==> src/sle_pkg.sv <==
// shared types and constants for the serial console line editor
`default_nettype none
package sle_pkg;

  localparam int LINE_SIZE   = 32;
  localparam int ADDR_W      = $clog2(LINE_SIZE);
  localparam int QUEUE_DEPTH = 2;
  localparam int QPTR_W      = $clog2(QUEUE_DEPTH);

  localparam logic [7:0] CH_BS    = 8'd8;
  localparam logic [7:0] CH_LF    = 8'd10;
  localparam logic [7:0] CH_CR    = 8'd13;
  localparam logic [7:0] CH_SPACE = 8'd32;

  localparam logic [1:0] KIND_ECHO  = 2'd0;
  localparam logic [1:0] KIND_LINE  = 2'd1;
  localparam logic [1:0] KIND_EMPTY = 2'd2;

  typedef enum logic [1:0] {
    OP_ECHO,
    OP_BS,
    OP_CR
  } cmd_op_t;

  typedef struct packed {
    cmd_op_t            op;
    logic [7:0]         data;
    logic [ADDR_W-1:0]  len;
  } cmd_t;

  typedef struct packed {
    logic               en;
    logic [ADDR_W-1:0]  addr;
    logic [7:0]         data;
  } line_wr_t;

  typedef enum logic [1:0] {
    BK_IDLE,
    BK_ECHO,
    BK_RD,
    BK_LINE
  } back_state_t;

endpackage
`default_nettype wire

==> src/sle_if.sv <==
// handshake channels for received bytes and result items
`default_nettype none
interface sle_rx_if;
  logic       valid;
  logic       ready;
  logic [7:0] rx_byte;
  modport source (output valid, output rx_byte, input ready);
  modport sink   (input valid, input rx_byte, output ready);
endinterface

interface sle_res_if;
  logic       valid;
  logic       ready;
  logic [1:0] kind;
  logic [7:0] value;
  logic       last;
  modport source (output valid, output kind, output value, output last, input ready);
  modport sink   (input valid, input kind, input value, input last, output ready);
endinterface
`default_nettype wire

==> src/serial_console_line_editor.sv <==
// top level of the serial console line editor
// usage:
//   rx channel: one received byte per request (valid/ready, rx_byte)
//   res channel: result requests with kind (0 echo, 1 line byte, 2 empty line),
//     value and last, which marks the final result caused by one received byte
// flow:
//   a plain byte, with the back end idle, passes the command queue, the back end's
//   command register and the output register before its echo shows; a backspace
//   gives three echo results; a carriage return gives three echo results, then
//   each stored byte in turn, each through a read state for the line store's
//   registered read and a state that loads the output register, or the empty
//   line marker if the line is empty
//   the command queue holds two requests, so bytes keep arriving while echoes
//   drain; while a line is handed over no new byte is taken; line feed,
//   backspace on an empty line and bytes beyond a full line are taken and give
//   no result
// reset: clears the fill count, the queue and the output register; the line
//   store itself is not cleared, since only written entries are ever read
// stall: when res.ready is low the output register holds its item, the back
//   end waits, and once the queue fills rx.ready drops
`default_nettype none
module serial_console_line_editor
  import sle_pkg::*;
(
  input  wire logic clk,
  input  wire logic rst,
  sle_rx_if.sink    rx,
  sle_res_if.source res
);

  // front to queue
  logic              enq_valid;
  cmd_t              enq_cmd;
  logic              q_full;
  // queue to back
  logic              q_valid;
  cmd_t              q_cmd;
  logic              pop;
  // line store ports
  line_wr_t          wr;
  logic [ADDR_W-1:0] rd_addr;
  logic [7:0]        rd_data;
  // back tells front the carriage return has been handled, with any stored line read out
  logic              cr_done;

  sle_front u_front (
    .clk       (clk),
    .rst       (rst),
    .rx        (rx),
    .q_full    (q_full),
    .cr_done   (cr_done),
    .enq_valid (enq_valid),
    .enq_cmd   (enq_cmd),
    .wr        (wr)
  );

  sle_queue u_queue (
    .clk       (clk),
    .rst       (rst),
    .in_valid  (enq_valid),
    .in_cmd    (enq_cmd),
    .full      (q_full),
    .out_valid (q_valid),
    .out_cmd   (q_cmd),
    .pop       (pop)
  );

  // line store, one byte per entry
  sle_ram #(
    .WIDTH (8),
    .DEPTH (LINE_SIZE)
  ) u_line_store (
    .clk     (clk),
    .wr_en   (wr.en),
    .wr_addr (wr.addr),
    .wr_data (wr.data),
    .rd_addr (rd_addr),
    .rd_data (rd_data)
  );

  sle_back u_back (
    .clk     (clk),
    .rst     (rst),
    .q_valid (q_valid),
    .q_cmd   (q_cmd),
    .pop     (pop),
    .rd_addr (rd_addr),
    .rd_data (rd_data),
    .cr_done (cr_done),
    .res     (res)
  );

endmodule
`default_nettype wire

==> src/sle_ram.sv <==
// generic single write port ram with registered read
`default_nettype none
module sle_ram #(
  parameter int WIDTH = 8,
  parameter int DEPTH = 32
) (
  input  wire logic                     clk,
  input  wire logic                     wr_en,
  input  wire logic [$clog2(DEPTH)-1:0] wr_addr,
  input  wire logic [WIDTH-1:0]         wr_data,
  input  wire logic [$clog2(DEPTH)-1:0] rd_addr,
  output      logic [WIDTH-1:0]         rd_data
);

  logic [WIDTH-1:0] mem [DEPTH];

  always_ff @(posedge clk) begin
    if (wr_en) begin
      mem[wr_addr] <= wr_data;
    end
    rd_data <= mem[rd_addr];
  end

endmodule
`default_nettype wire

==> src/sle_front.sv <==
// front end: accepts received bytes, keeps the fill count, writes the line store
`default_nettype none
module sle_front
  import sle_pkg::*;
(
  input  wire logic   clk,
  input  wire logic   rst,
  sle_rx_if.sink      rx,
  input  wire logic   q_full,
  input  wire logic   cr_done,
  output      logic   enq_valid,
  output      cmd_t   enq_cmd,
  output      line_wr_t wr
);

  logic [ADDR_W-1:0] fill;
  logic [ADDR_W-1:0] fill_next;
  logic              busy;
  logic              acc;
  logic [7:0]        c;

  assign c        = rx.rx_byte;
  // hold off while a line is being handed over, so the store is not overwritten
  assign rx.ready = !busy && !q_full;
  assign acc      = rx.valid && rx.ready;

  always_comb begin
    enq_valid   = 1'b0;
    enq_cmd.op  = OP_ECHO;
    enq_cmd.data = c;
    enq_cmd.len = fill;
    wr.en       = 1'b0;
    wr.addr     = fill;
    wr.data     = c;
    fill_next   = fill;
    unique case (c)
      CH_LF: begin
      end
      CH_BS: begin
        if (fill != '0) begin
          enq_valid  = acc;
          enq_cmd.op = OP_BS;
          if (acc) fill_next = fill - ADDR_W'(1);
        end
      end
      CH_CR: begin
        enq_valid  = acc;
        enq_cmd.op = OP_CR;
        if (acc) fill_next = '0;
      end
      default: begin
        if (fill < ADDR_W'(LINE_SIZE - 1)) begin
          enq_valid = acc;
          wr.en     = acc;
          if (acc) fill_next = fill + ADDR_W'(1);
        end
      end
    endcase
  end

  always_ff @(posedge clk) begin
    if (rst) begin
      fill <= '0;
      busy <= 1'b0;
    end else begin
      fill <= fill_next;
      if (acc && c == CH_CR) begin
        busy <= 1'b1;
      end else if (cr_done) begin
        busy <= 1'b0;
      end
    end
  end

endmodule
`default_nettype wire

==> src/sle_queue.sv <==
// short command queue between front and back end
`default_nettype none
module sle_queue
  import sle_pkg::*;
(
  input  wire logic clk,
  input  wire logic rst,
  input  wire logic in_valid,
  input  wire cmd_t in_cmd,
  output      logic full,
  output      logic out_valid,
  output      cmd_t out_cmd,
  input  wire logic pop
);

  cmd_t              slots [QUEUE_DEPTH];
  logic [QPTR_W-1:0] wptr;
  logic [QPTR_W-1:0] rptr;
  logic [QPTR_W:0]   count;
  logic              push;
  logic              take;

  assign full      = count == (QPTR_W + 1)'(QUEUE_DEPTH);
  assign out_valid = count != '0;
  assign out_cmd   = slots[rptr];
  assign push      = in_valid && !full;
  assign take      = pop && out_valid;

  always_ff @(posedge clk) begin
    if (push) begin
      slots[wptr] <= in_cmd;
    end
  end

  always_ff @(posedge clk) begin
    if (rst) begin
      wptr  <= '0;
      rptr  <= '0;
      count <= '0;
    end else begin
      if (push) wptr <= (wptr == QPTR_W'(QUEUE_DEPTH - 1)) ? '0 : wptr + QPTR_W'(1);
      if (take) rptr <= (rptr == QPTR_W'(QUEUE_DEPTH - 1)) ? '0 : rptr + QPTR_W'(1);
      if (push && !take) begin
        count <= count + (QPTR_W + 1)'(1);
      end else if (take && !push) begin
        count <= count - (QPTR_W + 1)'(1);
      end
    end
  end

endmodule
`default_nettype wire

==> src/sle_back.sv <==
// back end: turns commands into echo, line and empty line result items
`default_nettype none
module sle_back
  import sle_pkg::*;
(
  input  wire logic        clk,
  input  wire logic        rst,
  input  wire logic        q_valid,
  input  wire cmd_t        q_cmd,
  output      logic        pop,
  output      logic [ADDR_W-1:0] rd_addr,
  input  wire logic [7:0]  rd_data,
  output      logic        cr_done,
  sle_res_if.source        res
);

  back_state_t       state;
  back_state_t       state_next;
  cmd_t              cmd;
  logic [1:0]        step;
  logic [ADDR_W-1:0] idx;
  logic [ADDR_W-1:0] idx_inc;
  logic              out_free;
  logic              emit;
  logic [1:0]        emit_kind;
  logic [7:0]        emit_value;
  logic              emit_last;
  logic              fin;
  logic              line_end;

  logic              out_valid;
  logic [1:0]        out_kind;
  logic [7:0]        out_value;
  logic              out_last;

  assign out_free  = !out_valid || res.ready;
  assign idx_inc   = idx + ADDR_W'(1);
  assign line_end  = idx_inc == cmd.len;
  assign rd_addr   = idx;
  assign res.valid = out_valid;
  assign res.kind  = out_kind;
  assign res.value = out_value;
  assign res.last  = out_last;

  // item of the current echo step, or the stored byte while the line is read out
  always_comb begin
    emit_kind  = KIND_ECHO;
    emit_value = cmd.data;
    emit_last  = 1'b0;
    fin        = 1'b0;
    unique case (cmd.op)
      OP_ECHO: begin
        emit_last = 1'b1;
        fin       = 1'b1;
      end
      OP_BS: begin
        emit_value = (step == 2'd1) ? CH_SPACE : CH_BS;
        emit_last  = step == 2'd2;
        fin        = step == 2'd2;
      end
      OP_CR: begin
        case (step)
          2'd1: emit_value = CH_LF;
          2'd3: begin
            emit_kind  = KIND_EMPTY;
            emit_value = '0;
            emit_last  = 1'b1;
            fin        = 1'b1;
          end
          default: emit_value = CH_CR;
        endcase
      end
      default: begin
        emit_last = 1'b1;
        fin       = 1'b1;
      end
    endcase
    if (state == BK_LINE) begin
      emit_kind  = KIND_LINE;
      emit_value = rd_data;
      emit_last  = line_end;
    end
  end

  always_comb begin
    state_next = state;
    unique case (state)
      BK_IDLE: if (q_valid) state_next = BK_ECHO;
      BK_ECHO: begin
        if (out_free) begin
          if (fin) begin
            state_next = BK_IDLE;
          end else if (cmd.op == OP_CR && step == 2'd2) begin
            state_next = (cmd.len == '0) ? BK_ECHO : BK_RD;
          end
        end
      end
      BK_RD:   state_next = BK_LINE;
      BK_LINE: if (out_free) state_next = line_end ? BK_IDLE : BK_RD;
      default: state_next = BK_IDLE;
    endcase
  end

  always_comb begin
    pop     = 1'b0;
    emit    = 1'b0;
    cr_done = 1'b0;
    unique case (state)
      BK_IDLE: pop = q_valid;
      BK_ECHO: begin
        emit    = out_free;
        cr_done = out_free && cmd.op == OP_CR && step == 2'd3;
      end
      BK_RD: begin
      end
      BK_LINE: begin
        emit    = out_free;
        cr_done = out_free && line_end;
      end
      default: begin
      end
    endcase
  end

  always_ff @(posedge clk) begin
    if (rst) begin
      state     <= BK_IDLE;
      out_valid <= 1'b0;
    end else begin
      state <= state_next;
      if (out_free) out_valid <= emit;
    end
  end

  always_ff @(posedge clk) begin
    if (pop) begin
      cmd  <= q_cmd;
      step <= '0;
      idx  <= '0;
    end else begin
      if (state == BK_ECHO && out_free) step <= step + 2'd1;
      if (state == BK_LINE && out_free) idx <= idx_inc;
    end
    if (emit) begin
      out_kind  <= emit_kind;
      out_value <= emit_value;
      out_last  <= emit_last;
    end
  end

endmodule
`default_nettype wire

==> src/flat_wrapper.sv <==
// flat-port wrapper written by rule: the top's interface ports become plain ports
module serial_console_line_editor_flat import sle_pkg::*;
  (clk, rst, rx_valid, rx_rx_byte, rx_ready, res_valid, res_kind, res_value, res_last, res_ready);
  sle_rx_if rx_i ();
  sle_res_if res_i ();
  input  wire logic clk;
  input  wire logic rst;
  input wire logic [$bits(rx_i.valid)-1:0] rx_valid;
  input wire logic [$bits(rx_i.rx_byte)-1:0] rx_rx_byte;
  output wire logic [$bits(rx_i.ready)-1:0] rx_ready;
  output wire logic [$bits(res_i.valid)-1:0] res_valid;
  output wire logic [$bits(res_i.kind)-1:0] res_kind;
  output wire logic [$bits(res_i.value)-1:0] res_value;
  output wire logic [$bits(res_i.last)-1:0] res_last;
  input wire logic [$bits(res_i.ready)-1:0] res_ready;
  assign rx_i.valid = rx_valid;
  assign rx_i.rx_byte = rx_rx_byte;
  assign rx_ready = rx_i.ready;
  assign res_valid = res_i.valid;
  assign res_kind = res_i.kind;
  assign res_value = res_i.value;
  assign res_last = res_i.last;
  assign res_i.ready = res_ready;
  serial_console_line_editor u_core (.clk(clk), .rst(rst), .rx(rx_i), .res(res_i));
endmodule
==> config.mk <==
export PLATFORM = sky130hd
export DESIGN_NAME = serial_console_line_editor_flat
export DESIGN_NICKNAME = d
export VERILOG_FILES = /design/src/sle_pkg.sv /design/src/sle_if.sv /design/src/serial_console_line_editor.sv /design/src/sle_ram.sv /design/src/sle_front.sv /design/src/sle_queue.sv /design/src/sle_back.sv /design/src/flat_wrapper.sv
export SDC_FILE = /design/constraint.sdc
export NUM_CORES = 1
export LEC_CHECK = 0
export BUFFER_PORTS_ARGS = -buffer_cell sky130_fd_sc_hd__clkbuf_2
export CAP_MARGIN = 20
export CELL_PAD_IN_SITES_DETAIL_PLACEMENT = 1
export CELL_PAD_IN_SITES_GLOBAL_PLACEMENT = 1
export CORE_MARGIN = 5
export CORE_UTILIZATION = 39
export DETAILED_ROUTE_END_ITERATION = 7
export GPL_ROUTABILITY_DRIVEN = 1
export HOLD_SLACK_MARGIN = 0.15
export MAX_ROUTING_LAYER = met4
export PLACE_DENSITY = 0.63
export SYNTH_ARGS = -nofsm -noshare
export SYNTH_HDL_FRONTEND = slang
export SYNTH_SLANG_ARGS = --single-unit
==> constraint.sdc <==
create_clock -name clk -period 4 [get_ports clk]
set_clock_uncertainty 0.2 [all_clocks]
set_input_delay 0.6 -clock clk [delete_from_list [all_inputs] [get_ports clk]]
set_output_delay 0.6 -clock clk [all_outputs]
set_load 0.05 [all_outputs]
==> results of run 1 <==
## layout by cell type (no fill, tap or decap), drive strengths merged, types with 3 or more instances in the layout
master  netlist  final
bufinv        0      3
buf          14     50
clkbuf       16     67
nand4         3      3
nand2        21     21
conb          1      8
clkinv        0     16
mux2i         5      5
o21ai         6      6
xnor2         8      8
or3           3      3
nor2         65     65
nor2b         3      3
dfxtp        28     28
nand3b        3      3
or3b          4      4
nand3        13     13
a21oi        14     14
inv          14     16
mux4         80     80
edfxtp      312    312
nor3          6      6
and2          4      4
ha           12     12
mux2         23     23
nand2b        7      7
xor2          8      8
## worst max path at each step
stage                  startpoint                    endpoint  slack (ns)  cells after the start
finish              rx_rx_byte[5]      u_core.u_front.fill[4]        1.04                     10
global route        rx_rx_byte[5]      u_core.u_front.fill[4]        0.86                     10
CTS                 rx_rx_byte[5]      u_core.u_front.fill[4]        1.02                     10
detailed placement  rx_rx_byte[5]      u_core.u_front.fill[4]        0.49                     10
global placement    rx_rx_byte[5]      u_core.u_front.fill[4]        0.60                     10
floorplan           rx_rx_byte[1]  u_core.u_queue.slots[0][0]        0.80                      5
## critical path, cell delays in order
cell and delay, ns:
clkbuf_2 0.21, or4b_4 0.58, nor3_1 0.24, nand2_1 0.16, fa_1 0.42, nand2b_1 0.16
a21oi_1 0.17, xor2_1 0.25, nand3_1 0.11, a311oi_1 0.27
## cell type report
type | instances | area [um2] | area share, %
multi-input combinational | 320 | 3373 | 21.58
sequential | 340 | 9935 | 63.56
inverter | 14 | 52.55 | 0.3362
timing repair buffer | 74 | 520.5 | 3.330
clock buffer | 43 | 969.7 | 6.203
clock inverter | 22 | 211.5 | 1.353
tap | 455 | 569.3 | 3.642
## layer usage
metal / vias to the layer above / GRT usage (%) / share of wire [%]
met4: 0 / 4.370 / 2.3
li1: 2958 / - / -
met5: - / - / 0
met3: 45 / 3.263 / 5.4
met2: 175 / 26.32 / 49
met1: 3434 / 21.15 / 43
## synth_stat cells (all sizes together) (2+ instances only)
master  instances  area [um2]
xnor2           8       70.07
a211o           2       17.52
edfxtp        312        9369
nand3          13       65.06
inv            14       52.55
dfxtp          28       560.5
a21oi          14       70.07
nor2b           3       18.77
ha             12       150.1
or3             3       18.77
buf            14       90.08
or3b            4       35.04
clkbuf         16       60.06
nor4b           2       23.77
mux2           23       259.0
nand2          21       78.83
nand2b          7       43.79
nand3b          3       22.52
a21o            2       15.01
nor2           65       244.0
nor3            6       35.03
o32ai           2       25.03
o21ai           6       30.02
mux2i           5       50.05
a311oi          2       17.52
xor2            8       70.07
or4b            2       23.77
and2            4       25.02
mux4           80        1802
nand4           3       18.77
## per-stage QoR
| step | util (%) | cells | hold WS [ns] | cell area [um2] | worst slack, ns |
|---|---|---|---|---|---|
| 5_1_grt | 45.59 | 1268 | 0.1999 | 15630 | 0.8597 |
| 4_1_cts | 45.59 | 1268 | 0.1911 | 15630 | 1.018 |
| 3_3_place_gp | 42.14 | 1203 | 0.2826 | 14450 | 0.5957 |
| 6_report | 45.59 | 1268 | 0.2187 | 15630 | 1.037 |
| 2_1_floorplan | - | 704 | 0.2237 | 13500 | 0.7957 |
| 3_5_place_dp | 42.14 | 1203 | 0.2989 | 14450 | 0.4927 |
## cell families after synthesis
logic type,Yosys count,share of synthesized area [%]
buffers and inverters,44,1.504
multiplexers,108,15.67
AO/OA/AOI/OAI,37,1.839
other,1,0.02783
XOR/XNOR,16,1.040
adder cells (fa/ha/maj),13,1.263
AND/OR/NAND/NOR,138,4.959
flip-flops,340,73.70
## state kept, by name, indices dropped and copies added (netlist names)
| register | flops |
|---|---|
| u_core.u_back.res.kind | 2 |
| u_core.u_back.step | 2 |
| u_core.u_queue.wptr | 1 |
| u_core.u_back.res.value | 8 |
| u_core.u_front.fill | 5 |
| u_core.u_queue.rptr | 1 |
| u_core.u_line_store.rd_data | 8 |
| u_core.u_queue.slots | 30 |
| u_core.u_queue.count | 2 |
| u_core.u_back.res.valid | 1 |
| u_core.u_back.res.last | 1 |
| u_core.u_back.state | 2 |
| u_core.u_line_store.mem | 256 |
| u_core.u_back.rd_addr | 5 |
| u_core.u_front.busy | 1 |
| u_core.u_back.cmd | 15 |
## power by group through the flow
stage | combinational [mW] | sequential, mW | clock [mW]
2_1_floorplan | 1.12 | 4.59 | 0
3_3_place_gp | 1.65 | 4.55 | 0
3_5_place_dp | 1.69 | 4.57 | 0
4_1_cts | 1.71 | 4.49 | 3.37
5_1_grt | 1.81 | 4.53 | 3.53
6_report | 1.67 | 4.49 | 3.29
==> summary.txt, run 1 <==
Critical path
  – Req. time, crit path: approximately 4.2 ns
  – Worst reg2reg path depth: 4
  – Max FO, Critical Path: 5
  – Crit Path Class: in2reg
  – Reg2Reg Launch Point: u_core.u_back.rd_addr[0]
  – R2R setup slack: 1.16 ns
  – Worst flop-to-flop path endpoint: u_core.u_line_store.rd_data[0]
  – Crit start category: input pin
  – CP Data Arrival Time: between 3 and 4 ns
  – Crit. End Element: flip-flop

CTS
  – CTS Buf Count: 37
  – CTS tree: built
  – Clk root buf: clkbuf_16
  – Post-cts resize count: 0
  – Clock-pin slew on the worst setup and hold paths: ~0.060 ns
  – Hold_buf cts: 0
  – Maximum root-to-sink buffer count: 3
  – Post-CTS setup buffers: 0
  – Skew-Pair Late Insertion Delay: approximately 0.52 ns
  – H-tree levels: 2
  – CTS sink cnt: 340

Power
  – Clock share of power: 34.8%
  – Switching power: 2.540 mW
  – Sw Share: between 20% and 30%
  – Overall Power: around 9.4 mW
  – Reg power frac: about 48%
  – Power per cell area: a little over 600 nW/um2
  – Combinational fraction of design power: approximately 18%
  – Lkg Pwr: between 5 and 6 nW
  – Max rail drop VDD: 0.3840 mV
  – Internal power: about 7 mW

Floorplanning
  – CORE AREA: 34290 um2
  – Die width: a little under 200 um
  – Die Area: around 38000 um2
  – Die Y: around 200 um
  – FP Rows: 68
  – I/O pins: 25
  – Starting Density: between 30 and 40%

STA
  – RSZ-0062 raised after global routing: false
  – Slew Limit Fails: 0
  – Worst slew pin tran: 0.7834 ns
  – Worst slew margin: approximately 48%
  – Final min period: between 2 and 3 ns
  – Fmax: roughly 340 MHz
  – Sum Neg Setup Slack: 0 ns
  – Tcrit/Tclk final: between 70% and 80%
  – Hold Fails Final Rpt: 0
  – Final Setup Violations: 0

Drt
  – Total number of vias: ~6.6k
  – Final ANT Viol Nets: 0
  – Initial DRT Pass Iterations: 5
  – Wire per inst: approximately 24 um
  – DRC errors left: 0
  – DR vias/cell: approximately 5.2
  – Routed WL: around 30 mm
  – Initial DRC count: 357

Placed design
  – Hpwl dp: between 15 and 20 mm
  – Port bufs: 24
  – GP Congestion: around 0.8

Global route
  – First-pass GRT wire length: around 46 mm
  – Largest net degree at the start of global routing: between 60 and 70
  – Initial antenna violation count: 2
  – All-Layer GR Usage: about 16%
  – Vias in the first global route: just over 7k
  – Total grt overflow: 0

Logic synthesis
  – #FFs+latches synth: 340
  – EDFF count, synth: approximately 310
  – Ys Warns: 0
  – Post-synthesis sequential area ratio: between 70% and 80%
  – Synthesized area: between 10000 and 15000 um2
  – Async SR Flop Fraction: 0%
  – Main synth FF type: edfxtp_1
  – Cell variety after synth: 54
  – Avg Inst Size Synth: 19.33 um2
  – Mapped Cells: ~700

Worst hold path
  – Worst hold path depth: 3
  – Min-delay src: res_ready
  – Hold Path End: u_core.u_back.res.valid
  – Min-Delay Path Class: in2reg

Layout
  – Fraction of layout cells with a size suffix above 1: around 29%
  – Nets: 812
  – Area grow syn2layout: 16.02%
  – Fillers: 3195
  – Ant diodes: 0

Run
  – MaxCap Viol Count: 0

Run status
  – Outcome: finished clean
(Power assumes the default switching activity.)
==> run 2, diff against run 1 <==
==> constraint.sdc (replaced) <==
create_clock -name clk -period 2.9 [get_ports clk]
set_clock_uncertainty 0.2 [all_clocks]
set_input_delay 0.435 -clock clk [delete_from_list [all_inputs] [get_ports clk]]
set_output_delay 0.435 -clock clk [all_outputs]
set_load 0.05 [all_outputs]
==> summary.txt, run 2 (synthesis gave the netlist of run 1 again) <==
Critical path
  – Crit. End Element: flip-flop (unchanged)
  – Req. time, crit path: 3.12 ns (was 4.20 ns)
  – Crit Path Class: in2reg (unchanged)
  – Worst-path cell with the longest stage delay: or4b_4 (unchanged)
  – Max FO, Critical Path: 4 (was 5)
  – Crit path max-delay family: simple AND/OR/NAND/NOR gates (unchanged)
  – Largest stage delay on the critical path: 0.59 ns (was 0.58 ns)
  – CP Data Arrival Time: 2.93 ns (was 3.17 ns)
  – Crit start category: input pin (unchanged)
  – Worst path bufs/invs: 3 (was 1)
  – Crit path cell chain: clkbuf_2 -> or4b_4 -> nor3_1 -> nand2_1 -> buf_4 -> inv_1 -> ha_1 -> nor2_1 -> a21oi_1 -> xor2_1 -> nand3_1 -> a311oi_1 (was clkbuf_2 -> or4b_4 -> nor3_1 -> nand2_1 -> fa_1 -> nand2b_1 -> a21oi_1 -> xor2_1 -> nand3_1 -> a311oi_1)

Layout
  – Final instance area: 15950 um2 (was 15630 um2)
  – Most flop-heavy register: u_core.u_line_store.mem (unchanged)
  – Number of flip-flops under the largest register name: 256 (unchanged)
  – Top flop regs: u_core.u_line_store.mem (256), u_core.u_queue.slots (30), u_core.u_back.cmd (15) (unchanged)
  – Cell Count, Final, Fillers Out: 1302 (was 1268)
  – Nets: 842 (was 812)
  – Commonest non-fill, non-tap cell in the layout: edfxtp_1 (unchanged)
  – Most frequent cells in the layout: 312 x edfxtp_1, 80 x mux4_2, 70 x buf_4, 64 x nor2_1, 39 x clkbuf_16 (was 312 x edfxtp_1, 80 x mux4_2, 65 x nor2_1, 48 x buf_4, 38 x clkbuf_16)
  – Final core utilization: 46.53% (was 45.59%)
  – Fraction of layout cells with a size suffix above 1: 30.73% (was 28.54%)
  – Fillers: 3209 (was 3195)
  – Area occupied by multi-input gates: 3378 um2 (was 3373 um2)
  – Sequential cell area: 9935 um2 (unchanged)
  – Area grow syn2layout: 18.42% (was 16.02%)

CTS
  – Post-CTS setup buffers: 0 (unchanged)
  – H-tree levels: 2 (unchanged)
  – Maximum root-to-sink buffer count: 3 (unchanged)
  – Clock-pin slew on the worst setup and hold paths: 0.07 ns (was 0.06 ns)
  – CTS Buf Count: 37 (unchanged)
  – CTS sink cnt: 340 (unchanged)
  – Clk root buf: clkbuf_16 (unchanged)
  – CTS tree: built (unchanged)
  – Skew-Pair Late Insertion Delay: 0.52 ns (about the same)

STA
  – Fmax: approximately 370 MHz
  – Worst slew margin: 54.34% (was 47.64%)
  – Tcrit/Tclk final: a little over nine tenths
  – Hold Fails Final Rpt: 0 (unchanged)
  – Slew Limit Fails: 0 (unchanged)
  – Slack of the critical path: 0.1844 ns (was 1.037 ns)
  – Sum Neg Setup Slack: 0 ns (unchanged)
  – RSZ-0062 raised after global routing: false (unchanged)
  – Final Setup Violations: 0 (unchanged)
  – Final min period: 2.716 ns
  – Worst Hold Slack: 0.1681 ns (was 0.2187 ns)
  – Worst slew pin tran: 0.6840 ns (was 0.7834 ns)

Global route
  – Initial antenna violation count: 2 (unchanged)
  – Vias in the first global route: 7484 (was 7138)
  – First-pass GRT wire length: 47.46 mm (was 45.57 mm)
  – Total grt overflow: 0 (unchanged)
  – Largest net degree at the start of global routing: 66 (was 65)
  – All-Layer GR Usage: 16.82% (was 16.23%)

Run status
  – Outcome: finished clean (unchanged)

Drt
  – Initial DRT Pass Iterations: 4 (was 5)
  – Final ANT Viol Nets: 0 (unchanged)
  – DR vias/cell: 5.264 (was 5.215)
  – DRC errors left: 0 (unchanged)
  – Total number of vias: 6854 (was 6612)
  – Wire per inst: 23.83 um (was 23.76 um)
  – Routed WL: 31.02 mm (was 30.13 mm)
  – Initial DRC count: 496 (was 357)

Floorplanning
  – FP Rows: 68 (unchanged)
  – Die width: 195.9 um (unchanged)
  – I/O pins: 25 (unchanged)
  – Die Y: 195.9 um (unchanged)
  – Starting Density: 39.29% (unchanged)
  – Die Area: 38360 um2 (unchanged)
  – CORE AREA: 34290 um2 (unchanged)

Power
  – Power per cell area: 834.2 nW/um2 (was 604.1 nW/um2)
  – Max rail drop VDD: 0.7191 mV (was 0.3840 mV)
  – Overall Power: 13.31 mW (was 9.442 mW)
  – Lkg Pwr: 5.294 nW (was 5.115 nW)

Placed design
  – Area after DPL: 14680 um2 (was 14450 um2)
  – Worst slack, placed: -0.3681 ns (was 0.4927 ns)
  – Port bufs: 24 (unchanged)
  – Hpwl dp: 20.45 mm (was 19.93 mm)
  – GP Congestion: 0.7754 (was 0.7868)
  – Placed Cells incl. Taps: 1228 (was 1203)

Run
  – MaxCap Viol Count: 0 (unchanged)

Worst hold path
  – Min-Delay Path Class: in2reg (unchanged)
## run 2: what timing repair did
action | CTS | global route
resized for setup | 0 | 1
endpoints found under the hold margin | 14 | 0
setup endpoints to repair | 0 | 1
hold buffers | 5 | 0
## run 2: area by class of cell
cell class                      count  area share [%]
Sequential cell                   340           62.27
Multi-Input combinational cell    320           21.17
Clock buffer                       50           6.439
Timing Repair Buffer              104           4.988
Tap cell                          455           3.568
Clock inverter                     18           1.216
Inverter                           14          0.3294
Antenna cell                        1         0.01568
## run 2: worst paths after layout
check	start	to	slack, ns	cells past startpoint
worst min register to register	u_core.u_queue.count[1]	u_core.u_queue.count[1]	0.32	2
worst min-delay path	rx_rx_byte[7]	u_core.u_queue.slots[1][12]	0.17	1
worst max-delay path	rx_rx_byte[5]	u_core.u_front.fill[4]	0.18	12
worst max register to register	u_core.u_back.rd_addr[0]	u_core.u_back.res.last	0.41	7
## run 2: power by group
group | switching (mW) | internal [mW] | leakage [nW]
Clock | 1.87 | 2.85 | 0.597
Sequential | 0.226 | 5.87 | 3.08
Combinational | 1.45 | 1.04 | 1.62
Total | 3.55 | 9.76 | 5.29
## run 2: metal layers
metal | share of wire (%) | global-route usage, %
met1 | 44 | 22.20
met2 | 50 | 27.33
met3 | 4.6 | 2.610
met4 | 2.2 | 4.965
met5 | 0 | -
==> run 3, diff against run 2 <==
--- a/config.mk
+++ b/config.mk
@@ -11,11 +11,12 @@
 export CELL_PAD_IN_SITES_GLOBAL_PLACEMENT = 1
 export CORE_MARGIN = 5
 export CORE_UTILIZATION = 39
+export CTS_BUF_LIST = sky130_fd_sc_hd__clkbuf_8
 export DETAILED_ROUTE_END_ITERATION = 7
 export GPL_ROUTABILITY_DRIVEN = 1
 export HOLD_SLACK_MARGIN = 0.15
 export MAX_ROUTING_LAYER = met4
-export PLACE_DENSITY = 0.63
+export PLACE_DENSITY = 0.65
 export SYNTH_ARGS = -nofsm -noshare
 export SYNTH_HDL_FRONTEND = slang
 export SYNTH_SLANG_ARGS = --single-unit
==> constraint.sdc (replaced) <==
create_clock -name clk -period 2.4 [get_ports clk]
set_clock_uncertainty 0.2 [all_clocks]
set_input_delay 0.36 -clock clk [delete_from_list [all_inputs] [get_ports clk]]
set_output_delay 0.36 -clock clk [all_outputs]
set_load 0.05 [all_outputs]
==> summary.txt, run 3 (synthesis gave the netlist of run 1 again) <==
Run status
  – Outcome: finished with violations (was finished clean)
  – Failing checks: negative setup slack

Floorplanning
  – I/O pins: 25 (unchanged)
  – CORE AREA: 34290 um2 (unchanged)
  – FP Rows: 68 (unchanged)
  – Starting Density: 39.29% (unchanged)
  – Die width: 195.9 um (unchanged)
  – Die Y: 195.9 um (unchanged)
  – Die Area: 38360 um2 (unchanged)

CTS
  – Maximum root-to-sink buffer count: 3 (unchanged)
  – CTS Buf Count: 54 (was 37)
  – Skew-Pair Late Insertion Delay: 0.58 ns (was 0.52 ns)
  – Clock-pin slew on the worst setup and hold paths: 0.06 ns (was 0.07 ns)
  – H-tree levels: 2 (unchanged)
  – CTS sink cnt: 340 (unchanged)
  – CTS tree: built (unchanged)
  – Clk root buf: clkbuf_8 (was clkbuf_16)

Critical path
  – Crit start category: flip-flop (was input pin)
  – R2R setup slack: -0.03 ns (was 0.41 ns)
  – Req. time, crit path: 2.66 ns (was 3.12 ns)
  – CP Data Arrival Time: 2.69 ns (was 2.93 ns)
  – Crit. End Element: flip-flop (unchanged)
  – Max FO, Critical Path: 5 (was 4)
  – Crit Path Class: reg2reg (was in2reg)

STA
  – Slew Limit Fails: 0 (unchanged)
  – Sum Neg Setup Slack: -0.1267 ns (was 0 ns)
  – Worst slew pin tran: 1.013 ns (was 0.6840 ns)
  – Hold Fails Final Rpt: 0 (unchanged)
  – Final min period: approximately 2.4 ns
  – Slack of the critical path: -0.02994 ns (was 0.1844 ns)
  – Worst slew margin: 32.24% (was 54.34%)
  – Final Setup Violations: 6 (was 0)
  – Tcrit/Tclk final: 101.2%
  – Fmax: roughly 410 MHz
  – RSZ-0062 raised after global routing: true (was false)

Drt
  – Total number of vias: 7104 (was 6854)
  – DRC errors left: 0 (unchanged)
  – Wire per inst: 23.50 um (was 23.83 um)
  – Initial DRT Pass Iterations: 4 (unchanged)
  – DR vias/cell: 5.193 (was 5.264)
  – Initial DRC count: 448 (was 496)
  – Final ANT Viol Nets: 0 (unchanged)
  – Routed WL: 32.15 mm (was 31.02 mm)

Layout
  – Most flop-heavy register: u_core.u_line_store.mem (unchanged)
  – Fraction of layout cells with a size suffix above 1: 34.39% (was 30.73%)
  – Top flop regs: u_core.u_line_store.mem (256), u_core.u_queue.slots (30), u_core.u_back.cmd (15) (unchanged)
  – Area grow syn2layout: 21.19% (was 18.42%)
  – Nets: 895 (was 842)
  – Final instance area: 16330 um2 (was 15950 um2)
  – Fillers: 3222 (was 3209)
  – Commonest non-fill, non-tap cell in the layout: edfxtp_1 (unchanged)
  – Most frequent cells in the layout: 312 x edfxtp_1, 80 x mux4_2, 79 x buf_4, 64 x nor2_1, 60 x clkbuf_8 (was 312 x edfxtp_1, 80 x mux4_2, 70 x buf_4, 64 x nor2_1, 39 x clkbuf_16)
  – Ant diodes: 0 (was 1)
  – Number of flip-flops under the largest register name: 256 (unchanged)

Placed design
  – GP Congestion: 0.7966 (was 0.7754)
  – Port bufs: 24 (unchanged)
  – Hpwl dp: 20.14 mm (was 20.45 mm)
  – Area after DPL: 14830 um2 (was 14680 um2)

Power
  – Lkg Pwr: 5.540 nW (was 5.294 nW)
  – Max rail drop VDD: 0.5549 mV (was 0.7191 mV)
  – Power per cell area: 941.4 nW/um2 (was 834.2 nW/um2)

Worst hold path
  – Min-Delay Path Class: in2reg (unchanged)

Global route
  – Vias in the first global route: 7883 (was 7484)
  – Total grt overflow: 0 (unchanged)
  – Largest net degree at the start of global routing: 36 (was 66)
  – Initial antenna violation count: 1 (was 2)
  – First-pass GRT wire length: 48.42 mm (was 47.46 mm)
  – All-Layer GR Usage: 17.01% (was 16.82%)

Run
  – MaxCap Viol Count: 0 (unchanged)
[run 3: cell types whose count changed in the layout (fill, tap and decap cells not counted), moves of 6 or more]
cell	delta
dlygate4sd3_1	+10
inv_1	+16
clkbuf_16	-35
clkbuf_1	-10
clkbuf_8	+59
buf_4	+9
buf_12	+6
clkinv_1	+10
[run 3: power breakdown]
| part | internal [mW] | switching (mW) |
|---|---|---|
| logic | 1.62 | 1.90 |
| registers | 7.09 | 0.249 |
| clock network | 2.29 | 2.22 |
[run 3: metal layers]
metal,vias to the layer above,track usage (%),share of wire (%)
met5,-,-,0
met4,0,4.138,1.8
met3,50,3.469,5.1
met2,166,28.06,51
met1,3746,21.91,42
li1,3142,-,-
[run 3: final timing paths]
kind	cells past startpoint	start	end
worst min-delay path	2	rx_rx_byte[0]	u_core.u_line_store.mem[0][0]
worst min register to register	2	u_core.u_line_store.rd_data[6]	u_core.u_back.res.value[6]
worst max-delay path	5	u_core.u_back.rd_addr[0]	u_core.u_line_store.rd_data[3]
worst max register to register	5	u_core.u_back.rd_addr[0]	u_core.u_line_store.rd_data[3]
[run 3: metrics by stage]
stage | hold slack [ns] | instances | setup WS (ns) | total power [mW] | utilization (%)
CTS | 0.1561 | 1363 | -0.006892 | 15.40 | 47.16
global route | 0.1738 | 1368 | -0.04484 | 16.12 | 47.62
floorplan | 0.2237 | 704 | -0.1881 | 9.528 | -
finish | 0.1976 | 1368 | -0.02994 | 15.37 | 47.62
global placement | 0.2868 | 1239 | -0.4113 | 10.51 | 43.25
detailed placement | 0.3071 | 1239 | -0.6070 | 10.62 | 43.25
[run 3: final cells by class]
type / instances / area, um2 / share of cell area (%)
sequential: 340 / 9937 / 60.86
multi-input combinational: 320 / 3465 / 21.22
timing repair buffer: 140 / 1311 / 8.031
clock buffer: 60 / 825.8 / 5.057
tap: 455 / 569.3 / 3.487
clock inverter: 39 / 167.7 / 1.027
inverter: 14 / 52.55 / 0.3218
[run 3: repair_timing]
| item | in CTS | in global routing |
|---|---|---|
| gates resized for setup | 8 | 14 |
| buffers inserted | 5 | 2 |
| hold endpoints to repair | 139 | 0 |
| hold buffers | 18 | 0 |
| setup endpoints to repair | 9 | 178 |
| gates cloned | 2 | 4 |
[run 3: worst max-delay path, stage by stage (launching register included)]
cell and delay, ns:
dfxtp_4 0.44, buf_6 0.15, clkbuf_16 0.14, mux4_2 0.52
mux4_2 0.57, mux2_2 0.29
